### src/hdl/pdc_pkg.sv
// pdc_pkg: shared types and constants of the pid dead-band controller
// payload structs, pipeline stage structs, register indexes
// no dependencies
package pdc_pkg;

  // field widths
  localparam int DATA_W  = 16;
  localparam int GAIN_W  = 16;
  localparam int ERR_W   = 17;
  localparam int SUM_W   = 32;
  localparam int OUT_W   = 32;
  localparam int PE_W    = GAIN_W + ERR_W;          // proportional and derivative products
  localparam int PI_W    = GAIN_W + SUM_W;          // integral product
  localparam int FRAC_W  = 8;                       // Q8.8 gains
  localparam int TOTAL_W = PI_W - FRAC_W + 2;       // room for three terms

  // configuration register indexes
  localparam int CFG_IDX_W = 4;
  localparam logic [CFG_IDX_W-1:0] REG_PROP_GAIN  = CFG_IDX_W'(0);
  localparam logic [CFG_IDX_W-1:0] REG_INTEG_GAIN = CFG_IDX_W'(1);
  localparam logic [CFG_IDX_W-1:0] REG_DERIV_GAIN = CFG_IDX_W'(2);
  localparam logic [CFG_IDX_W-1:0] REG_DEAD_BAND  = CFG_IDX_W'(3);

  // saturation limits of a signed 32-bit value
  localparam logic signed [SUM_W-1:0] S32_MAX = {1'b0, {(SUM_W-1){1'b1}}};
  localparam logic signed [SUM_W-1:0] S32_MIN = {1'b1, {(SUM_W-1){1'b0}}};

  // input request
  typedef struct packed {
    logic signed [DATA_W-1:0] target_value;
    logic signed [DATA_W-1:0] measured_value;
  } pdc_in_t;

  // result request
  typedef struct packed {
    logic signed [OUT_W-1:0] control_value;
    logic                    clipped;
  } pdc_out_t;

  // gains handed to the multiply stage
  typedef struct packed {
    logic signed [GAIN_W-1:0] prop_gain;
    logic signed [GAIN_W-1:0] integ_gain;
    logic signed [GAIN_W-1:0] deriv_gain;
  } pdc_gains_t;

  // error stage result
  typedef struct packed {
    logic signed [ERR_W-1:0] err;
    logic signed [SUM_W-1:0] sum;
    logic signed [ERR_W-1:0] delta;
    logic                    sum_clip;
  } pdc_err_t;

  // multiply stage result, terms already shifted down by FRAC_W
  typedef struct packed {
    logic signed [PE_W-FRAC_W-1:0] p_term;
    logic signed [PI_W-FRAC_W-1:0] i_term;
    logic signed [PE_W-FRAC_W-1:0] d_term;
    logic                          sum_clip;
  } pdc_term_t;

endpackage

### src/hdl/pdc_err_stage.sv
// pdc_err_stage: error, dead band, saturating running sum and measurement delta
// holds the controller state (error sum, previous measurement)
// depends on pdc_pkg
module pdc_err_stage (
  input  logic                       clk,
  input  logic                       rst_n,
  input  logic                       in_valid,
  output logic                       in_ready,
  input  pdc_pkg::pdc_in_t           in_data,
  input  logic [pdc_pkg::DATA_W-1:0] dead_band,
  output logic                       out_valid,
  input  logic                       out_ready,
  output pdc_pkg::pdc_err_t          out_data
);
  import pdc_pkg::*;

  logic signed [ERR_W-1:0]  diff;
  logic        [ERR_W-1:0]  mag;
  logic                     in_band;
  logic signed [ERR_W-1:0]  err;
  logic signed [SUM_W:0]    sum_wide;
  logic                     sum_ovf;
  logic signed [SUM_W-1:0]  error_sum_nxt;
  logic signed [ERR_W-1:0]  delta;
  logic                     take;
  pdc_err_t                 data_nxt;

  logic                     valid_r;
  pdc_err_t                 data_r;
  logic signed [SUM_W-1:0]  error_sum_r;
  logic signed [DATA_W-1:0] prev_meas_r;

  // error with dead band
  always_comb begin
    diff    = ERR_W'(in_data.target_value) - ERR_W'(in_data.measured_value);
    mag     = diff[ERR_W-1] ? ERR_W'(-diff) : ERR_W'(diff);
    in_band = mag < ERR_W'(dead_band);
    err     = in_band ? '0 : diff;
  end

  // saturating running sum
  always_comb begin
    sum_wide = (SUM_W+1)'(error_sum_r) + (SUM_W+1)'(err);
    sum_ovf  = sum_wide[SUM_W] ^ sum_wide[SUM_W-1];
    if (sum_ovf) begin
      error_sum_nxt = sum_wide[SUM_W] ? S32_MIN : S32_MAX;
    end else begin
      error_sum_nxt = sum_wide[SUM_W-1:0];
    end
  end

  // derivative on measurement
  assign delta = ERR_W'(prev_meas_r) - ERR_W'(in_data.measured_value);

  always_comb begin
    data_nxt.err      = err;
    data_nxt.sum      = error_sum_nxt;
    data_nxt.delta    = delta;
    data_nxt.sum_clip = sum_ovf;
  end

  // handshake
  assign in_ready = !valid_r || out_ready;
  assign take     = in_valid && in_ready;

  // control and state
  always_ff @(posedge clk) begin
    if (!rst_n) begin
      valid_r     <= 1'b0;
      error_sum_r <= '0;
      prev_meas_r <= '0;
    end else begin
      if (in_ready) begin
        valid_r <= in_valid;
      end
      if (take) begin
        error_sum_r <= error_sum_nxt;
        prev_meas_r <= in_data.measured_value;
      end
    end
  end

  // payload
  always_ff @(posedge clk) begin
    if (take) begin
      data_r <= data_nxt;
    end
  end

  assign out_valid = valid_r;
  assign out_data  = data_r;

endmodule

### src/hdl/pdc_mul_stage.sv
// pdc_mul_stage: the three gain products, each shifted right by the Q8.8 fraction
// registered stage between the error stage and the output stage
// depends on pdc_pkg
module pdc_mul_stage (
  input  logic                clk,
  input  logic                rst_n,
  input  logic                in_valid,
  output logic                in_ready,
  input  pdc_pkg::pdc_err_t   in_data,
  input  pdc_pkg::pdc_gains_t gains,
  output logic                out_valid,
  input  logic                out_ready,
  output pdc_pkg::pdc_term_t  out_data
);
  import pdc_pkg::*;

  logic signed [PE_W-1:0] prod_p;
  logic signed [PI_W-1:0] prod_i;
  logic signed [PE_W-1:0] prod_d;
  logic                   take;
  pdc_term_t              data_nxt;

  logic                   valid_r;
  pdc_term_t              data_r;

  // exact products; floor shift is the upper bits
  always_comb begin
    prod_p = PE_W'(gains.prop_gain)  * PE_W'(in_data.err);
    prod_i = PI_W'(gains.integ_gain) * PI_W'(in_data.sum);
    prod_d = PE_W'(gains.deriv_gain) * PE_W'(in_data.delta);
    data_nxt.p_term   = prod_p[PE_W-1:FRAC_W];
    data_nxt.i_term   = prod_i[PI_W-1:FRAC_W];
    data_nxt.d_term   = prod_d[PE_W-1:FRAC_W];
    data_nxt.sum_clip = in_data.sum_clip;
  end

  // handshake
  assign in_ready = !valid_r || out_ready;
  assign take     = in_valid && in_ready;

  always_ff @(posedge clk) begin
    if (!rst_n) begin
      valid_r <= 1'b0;
    end else if (in_ready) begin
      valid_r <= in_valid;
    end
  end

  always_ff @(posedge clk) begin
    if (take) begin
      data_r <= data_nxt;
    end
  end

  assign out_valid = valid_r;
  assign out_data  = data_r;

endmodule

### src/hdl/pdc_out_stage.sv
// pdc_out_stage: adds the three terms, saturates to signed 32 bits, output register
// drives the result channel
// depends on pdc_pkg
module pdc_out_stage (
  input  logic               clk,
  input  logic               rst_n,
  input  logic               in_valid,
  output logic               in_ready,
  input  pdc_pkg::pdc_term_t in_data,
  output logic               out_valid,
  input  logic               out_ready,
  output pdc_pkg::pdc_out_t  out_data
);
  import pdc_pkg::*;

  logic signed [TOTAL_W-1:0] total;
  logic                      hi_ones;
  logic                      hi_zeros;
  logic                      out_ovf;
  logic                      take;
  pdc_out_t                  data_nxt;

  logic                      valid_r;
  pdc_out_t                  data_r;

  // exact sum, then clamp
  always_comb begin
    total    = TOTAL_W'(in_data.p_term) + TOTAL_W'(in_data.i_term) + TOTAL_W'(in_data.d_term);
    hi_ones  = &total[TOTAL_W-1:OUT_W-1];
    hi_zeros = ~|total[TOTAL_W-1:OUT_W-1];
    out_ovf  = !(hi_ones || hi_zeros);
    if (out_ovf) begin
      data_nxt.control_value = total[TOTAL_W-1] ? S32_MIN : S32_MAX;
    end else begin
      data_nxt.control_value = total[OUT_W-1:0];
    end
    data_nxt.clipped = out_ovf || in_data.sum_clip;
  end

  // handshake
  assign in_ready = !valid_r || out_ready;
  assign take     = in_valid && in_ready;

  always_ff @(posedge clk) begin
    if (!rst_n) begin
      valid_r <= 1'b0;
    end else if (in_ready) begin
      valid_r <= in_valid;
    end
  end

  always_ff @(posedge clk) begin
    if (take) begin
      data_r <= data_nxt;
    end
  end

  assign out_valid = valid_r;
  assign out_data  = data_r;

endmodule

### src/hdl/pid_deadband_controller.sv
// pid_deadband_controller: fixed-point PID with dead band and derivative on measurement
// throughput: one request per cycle while out_stall is low; three register stages (error/sum, products, add/clamp)
// in_stall rises only when all three stages hold requests and out_stall is high
// reset (rst_n, synchronous): gains, dead band, error sum and previous measurement cleared
// depends on pdc_pkg, pdc_err_stage, pdc_mul_stage, pdc_out_stage
module pid_deadband_controller (
  input  logic                          clk,
  input  logic                          rst_n,
  input  logic                          in_valid,
  output logic                          in_stall,
  input  pdc_pkg::pdc_in_t              in_data,
  output logic                          out_valid,
  input  logic                          out_stall,
  output pdc_pkg::pdc_out_t             out_data,
  input  logic                          cfg_valid,
  output logic                          cfg_ready,
  input  logic [pdc_pkg::CFG_IDX_W-1:0] cfg_index,
  input  logic [pdc_pkg::DATA_W-1:0]    cfg_data
);
  import pdc_pkg::*;

  logic signed [GAIN_W-1:0] prop_gain_r;
  logic signed [GAIN_W-1:0] integ_gain_r;
  logic signed [GAIN_W-1:0] deriv_gain_r;
  logic        [DATA_W-1:0] dead_band_r;
  pdc_gains_t               gains;

  logic                     in_ready;
  logic                     err_valid;
  logic                     err_ready;
  pdc_err_t                 err_data;
  logic                     mul_valid;
  logic                     mul_ready;
  pdc_term_t                mul_data;

  // configuration registers
  assign cfg_ready = 1'b1;

  always_ff @(posedge clk) begin
    if (!rst_n) begin
      prop_gain_r  <= '0;
      integ_gain_r <= '0;
      deriv_gain_r <= '0;
      dead_band_r  <= '0;
    end else if (cfg_valid && cfg_ready) begin
      unique case (cfg_index)
        REG_PROP_GAIN:  prop_gain_r  <= cfg_data;
        REG_INTEG_GAIN: integ_gain_r <= cfg_data;
        REG_DERIV_GAIN: deriv_gain_r <= cfg_data;
        REG_DEAD_BAND:  dead_band_r  <= cfg_data;
        default: ;
      endcase
    end
  end

  always_comb begin
    gains.prop_gain  = prop_gain_r;
    gains.integ_gain = integ_gain_r;
    gains.deriv_gain = deriv_gain_r;
  end

  assign in_stall = !in_ready;

  // error, dead band and running sum
  pdc_err_stage u_err (
    .clk       (clk),
    .rst_n     (rst_n),
    .in_valid  (in_valid),
    .in_ready  (in_ready),
    .in_data   (in_data),
    .dead_band (dead_band_r),
    .out_valid (err_valid),
    .out_ready (err_ready),
    .out_data  (err_data)
  );

  // gain products
  pdc_mul_stage u_mul (
    .clk       (clk),
    .rst_n     (rst_n),
    .in_valid  (err_valid),
    .in_ready  (err_ready),
    .in_data   (err_data),
    .gains     (gains),
    .out_valid (mul_valid),
    .out_ready (mul_ready),
    .out_data  (mul_data)
  );

  // add, clamp and output register
  pdc_out_stage u_out (
    .clk       (clk),
    .rst_n     (rst_n),
    .in_valid  (mul_valid),
    .in_ready  (mul_ready),
    .in_data   (mul_data),
    .out_valid (out_valid),
    .out_ready (!out_stall),
    .out_data  (out_data)
  );

  // input backpressure only when the whole pipeline is full and stalled
  a_stall_full: assert property (@(posedge clk) disable iff (!rst_n)
    in_stall |-> (out_valid && out_stall && err_valid && mul_valid))
    else $error("input stalled with room in the pipeline");

  // reset empties the result register
  a_reset_empty: assert property (@(posedge clk)
    !rst_n |=> !out_valid)
    else $error("result valid right after reset");

  // dead band write lands
  a_cfg_dead_band: assert property (@(posedge clk) disable iff (!rst_n)
    (cfg_valid && cfg_ready && cfg_index == REG_DEAD_BAND) |=> dead_band_r == $past(cfg_data))
    else $error("dead band write lost");

  // proportional gain write lands
  a_cfg_prop_gain: assert property (@(posedge clk) disable iff (!rst_n)
    (cfg_valid && cfg_ready && cfg_index == REG_PROP_GAIN)
      |=> prop_gain_r == $signed($past(cfg_data)))
    else $error("proportional gain write lost");

endmodule

### config.mk
export PLATFORM = sky130hd
export DESIGN_NAME = pid_deadband_controller
export DESIGN_NICKNAME = d
export VERILOG_FILES = /design/src/hdl/pdc_pkg.sv /design/src/hdl/pdc_err_stage.sv /design/src/hdl/pdc_mul_stage.sv /design/src/hdl/pdc_out_stage.sv /design/src/hdl/pid_deadband_controller.sv
export SDC_FILE = /design/constraint.sdc
export NUM_CORES = 2
export LEC_CHECK = 0
export BUFFER_PORTS_ARGS = -buffer_cell sky130_fd_sc_hd__buf_2
export CAP_MARGIN = 20
export CORE_MARGIN = 2
export CORE_UTILIZATION = 33
export DETAILED_ROUTE_END_ITERATION = 12
export PLACE_DENSITY = 0.49
export SYNTH_ARGS = -nofsm -noshare
export SYNTH_HDL_FRONTEND = slang
export SYNTH_HIERARCHICAL = 1
export SYNTH_SLANG_ARGS = --single-unit
### constraint.sdc
create_clock -name clk -period 12.9 [get_ports clk]
set_input_delay 2.58 -clock clk [delete_from_list [all_inputs] [get_ports clk]]
set_output_delay 2.58 -clock clk [all_outputs]
set_load 0.03 [all_outputs]
==> summary.md <==
| Metric | Value |
|---|---|
| Sequential element share of the synthesized area | `14.4%` |
| Via count | `39.3k` |
| MaxCap Viol Count | `0` |
| Run status | `finished, final reports clean` |
| Type of destination of the critical path | `flop` |
| First-pass GRT wire length | `252000 um` |
| Routed wire length | `159000 um` |
| Worst-Margin Slew | `1.12 ns` |
| Post-CTS Hold Buffers | `0` |
| CP arrival | `10.97 ns` |
| Grt ovf | `0` |
| GP Congestion | `0.858` |
| Most common cell on crit path | `a21o_1` |
| Critical Path Max Stage Delay | `0.67 ns` |
| DR pass1 iterations | `5` |
| Skew-Pair Late Insertion Delay | `0.60 ns` |
| Initial antenna violation count | `14` |
| Worst-path clk slew | `0.06 ns` |
| Post-synth EDFFs | `191` |
| CTS Sinks | `306` |
| Largest net degree at the start of global routing | `98` |
| Cells after synthesis | `5924` |
| Detailed-placement wirelength estimate | `126000 um` |
| Number of global-route vias before repair | `42.5k` |
| Share of post-route cells with drive strength above 1 | `5.71%` |
| Initial Util | `33.3%` |
| Lkg Pwr | `28.4 nW` |
| Setup TNS | `0 ns` |
| Max-slew headroom | `25.4%` |
| Startpoint types | `primary input` |
| Post-synth ARST share | `0%` |
| Post-Syn Area | `55800 um^2` |
| Most common cell after layout, fill and taps aside | `inv_1` |
| Fin area | `59800 um^2` |
| TritonCTS Buffers | `40` |
| CP Max Fanout | `10` |
| Drt wl/cell | `19.6 um` |
| Ports | `93` |
| Mapped Nets | `7453` |
| Total number of yosys warnings | `6` |
| H-tree Lvls | `2` |
| Synth Area per Inst | `9.41 um^2` |
| Buf+Inv Stages, Crit Path | `5` |
| Setup bufs post-CTS | `0` |
| Class of the most critical setup path | `in2reg` |
| Final Net Count | `7404` |
| # fillers | `17.3k` |
| Width of the die | `415 um` |
| IO buf count | `91` |
| Hold Fails Final Rpt | `0` |
| RSZ-0062 raised after global routing | `no` |
| Total track usage | `18.8%` |
| CP max stage cell | `a211oi_1` |
| Required @ worst endpoint | `13.39 ns` |
| CTS root buf | `clkbuf_16` |
| Placed Instance Area | `58300 um^2` |
| Most used DFF post-synth | `edfxtp_1` |
| DR vias/cell | `4.84` |
| Final setup viols | `0` |
| Die Y | `415 um` |
| Top cell family by delay on the critical path | `compound AO/OA/AOI/OAI gates` |
| Drt initial violations | `2203` |
| Max rail drop VDD | `0.0000965 V` |
| Most frequent cells in the layout | `inv_1 (1234), fa_1 (1079), nand2_1 (850)` |
| P&R area growth vs syn | `7.27%` |
| Row count | `150` |
| Min Clock Period, post-route | `10.48 ns` |
| Die ar. | `172000 um^2` |
| DRC Markers | `0` |
| Yosys reg bits | `306` |
| Cell area power density | `85.3 nW/um^2` |
| Final period util | `81.2%` |
| Hold/Removal Path Class | `reg2reg` |
| Slew Viols, Final | `0` |
| Core Region | `167000 um^2` |
| Clock skew | `0.0390 ns` |
| Cell variety after synth | `115` |
| Cts repair resizes | `0` |
| TritonCTS clock tree | `done` |
| Fmax | `95.4 MHz` |
| Antenna-violating nets left | `0` |
| Number of buffers on the longest clock path | `3` |
==> path summary, 6_finish.rpt <==
check	start	end	slack, ns	cells past startpoint
max	in_data[1]	u_err/error_sum_r[12]$_SDFFE_PN0P_	2.42	35
max reg2reg	u_err/out_data[29]$_DFFE_PP_	u_mul/out_data[52]$_DFFE_PP_	5.24	21
min reg2reg	u_err/prev_meas_r[0]$_SDFFE_PN0P_	u_err/prev_meas_r[0]$_SDFFE_PN0P_	0.46	2
min	u_err/prev_meas_r[0]$_SDFFE_PN0P_	u_err/prev_meas_r[0]$_SDFFE_PN0P_	0.46	2
==> cell families (layout without fill, tap and decap cells) <==
logic type | after synthesis | count (layout) | synth area share [%]
simple gates | 1748 | 1748 | 14.9
fa+ha+maj | 1479 | 1479 | 47.7
buf+inv | 1474 | 1457 | 10.2
compound gates | 647 | 647 | 8.32
flops | 306 | 306 | 14.4
xor+xnor | 202 | 202 | 3.17
mux | 67 | 67 | 1.21
other cells | 1 | 6 | 0.00673
==> sequential cells by signal, indices dropped and copies added (netlist names) <==
signal / cells
dead_band_r: 16
deriv_gain_r: 16
integ_gain_r: 16
prop_gain_r: 16
u_err/error_sum_r: 32
u_err/out_data: 67
u_err/out_valid: 1
u_err/prev_meas_r: 16
u_mul/out_data: 91
u_mul/out_valid: 1
u_out/out_data: 33
u_out/out_valid: 1
==> layer usage <==
layer	wire length (um)	share of wire [%]	global-route usage [%]
met1	74200	47	26.1
met2	75500	48	32.0
met3	6180	3.9	1.76
met4	3040	1.9	3.69
met5	0	0	0
==> worst min-delay path, cell delays in order, from the launching register on <==
cell     delay, ns
dfxtp_1       0.31
nand2_1       0.05
a21oi_1       0.05
==> power breakdown <==
part	leakage (nW)	switching (mW)	total, mW	internal [mW]
logic	24.9	1.44	2.25	0.807
clock network	0.683	0.467	1.17	0.703
registers	2.78	0.432	1.68	1.25
total	28.4	2.34	5.10	2.76
==> synthesized netlist by cell type, types with 43 or more instances <==
| cell | n | area share, % |
|---|---|---|
| nand2_1 | 850 | 5.7 |
| dfxtp_1 | 115 | 4.1 |
| a21o_1 | 58 | 0.78 |
| nand3_1 | 54 | 0.48 |
| clkbuf_1 | 191 | 1.3 |
| nor2_1 | 202 | 1.4 |
| mux2i_1 | 65 | 1.2 |
| inv_1 | 1235 | 8.3 |
| ha_1 | 393 | 8.8 |
| edfxtp_1 | 191 | 10 |
| and2_1 | 410 | 4.6 |
| xnor2_1 | 127 | 2.0 |
| fa_1 | 1079 | 39 |
| o21ai_0 | 108 | 0.97 |
| nand4_1 | 43 | 0.48 |
| a21oi_1 | 170 | 1.5 |
| xor2_1 | 75 | 1.2 |
| nand2b_1 | 46 | 0.52 |
==> metrics by stage <==
step,worst slack [ns],cells,total power [mW],util [%],hold slack [ns]
finish,2.42,8116,5.10,35.7,0.456
global route,1.83,8114,5.46,35.7,0.480
CTS,2.15,8108,5.15,35.7,0.455
detailed placement,1.50,8034,3.95,34.9,0.447
global placement,1.64,8033,3.94,34.8,0.446
floorplan,3.08,5924,3.09,-,0.400
==> final cells by class <==
cell class	count	area (um^2)	share of cell area (%)
Inverter	1237	4650	7.77
Timing Repair Buffer	146	906	1.51
Antenna cell	5	12.5	0.0209
Clock buffer	54	1170	1.95
Multi-Input combinational cell	4144	42000	70.3
Sequential cell	306	8050	13.5
Clock inverter	20	236	0.395
Tap cell	2204	2760	4.61
Power figures use the tool's default switching activity.
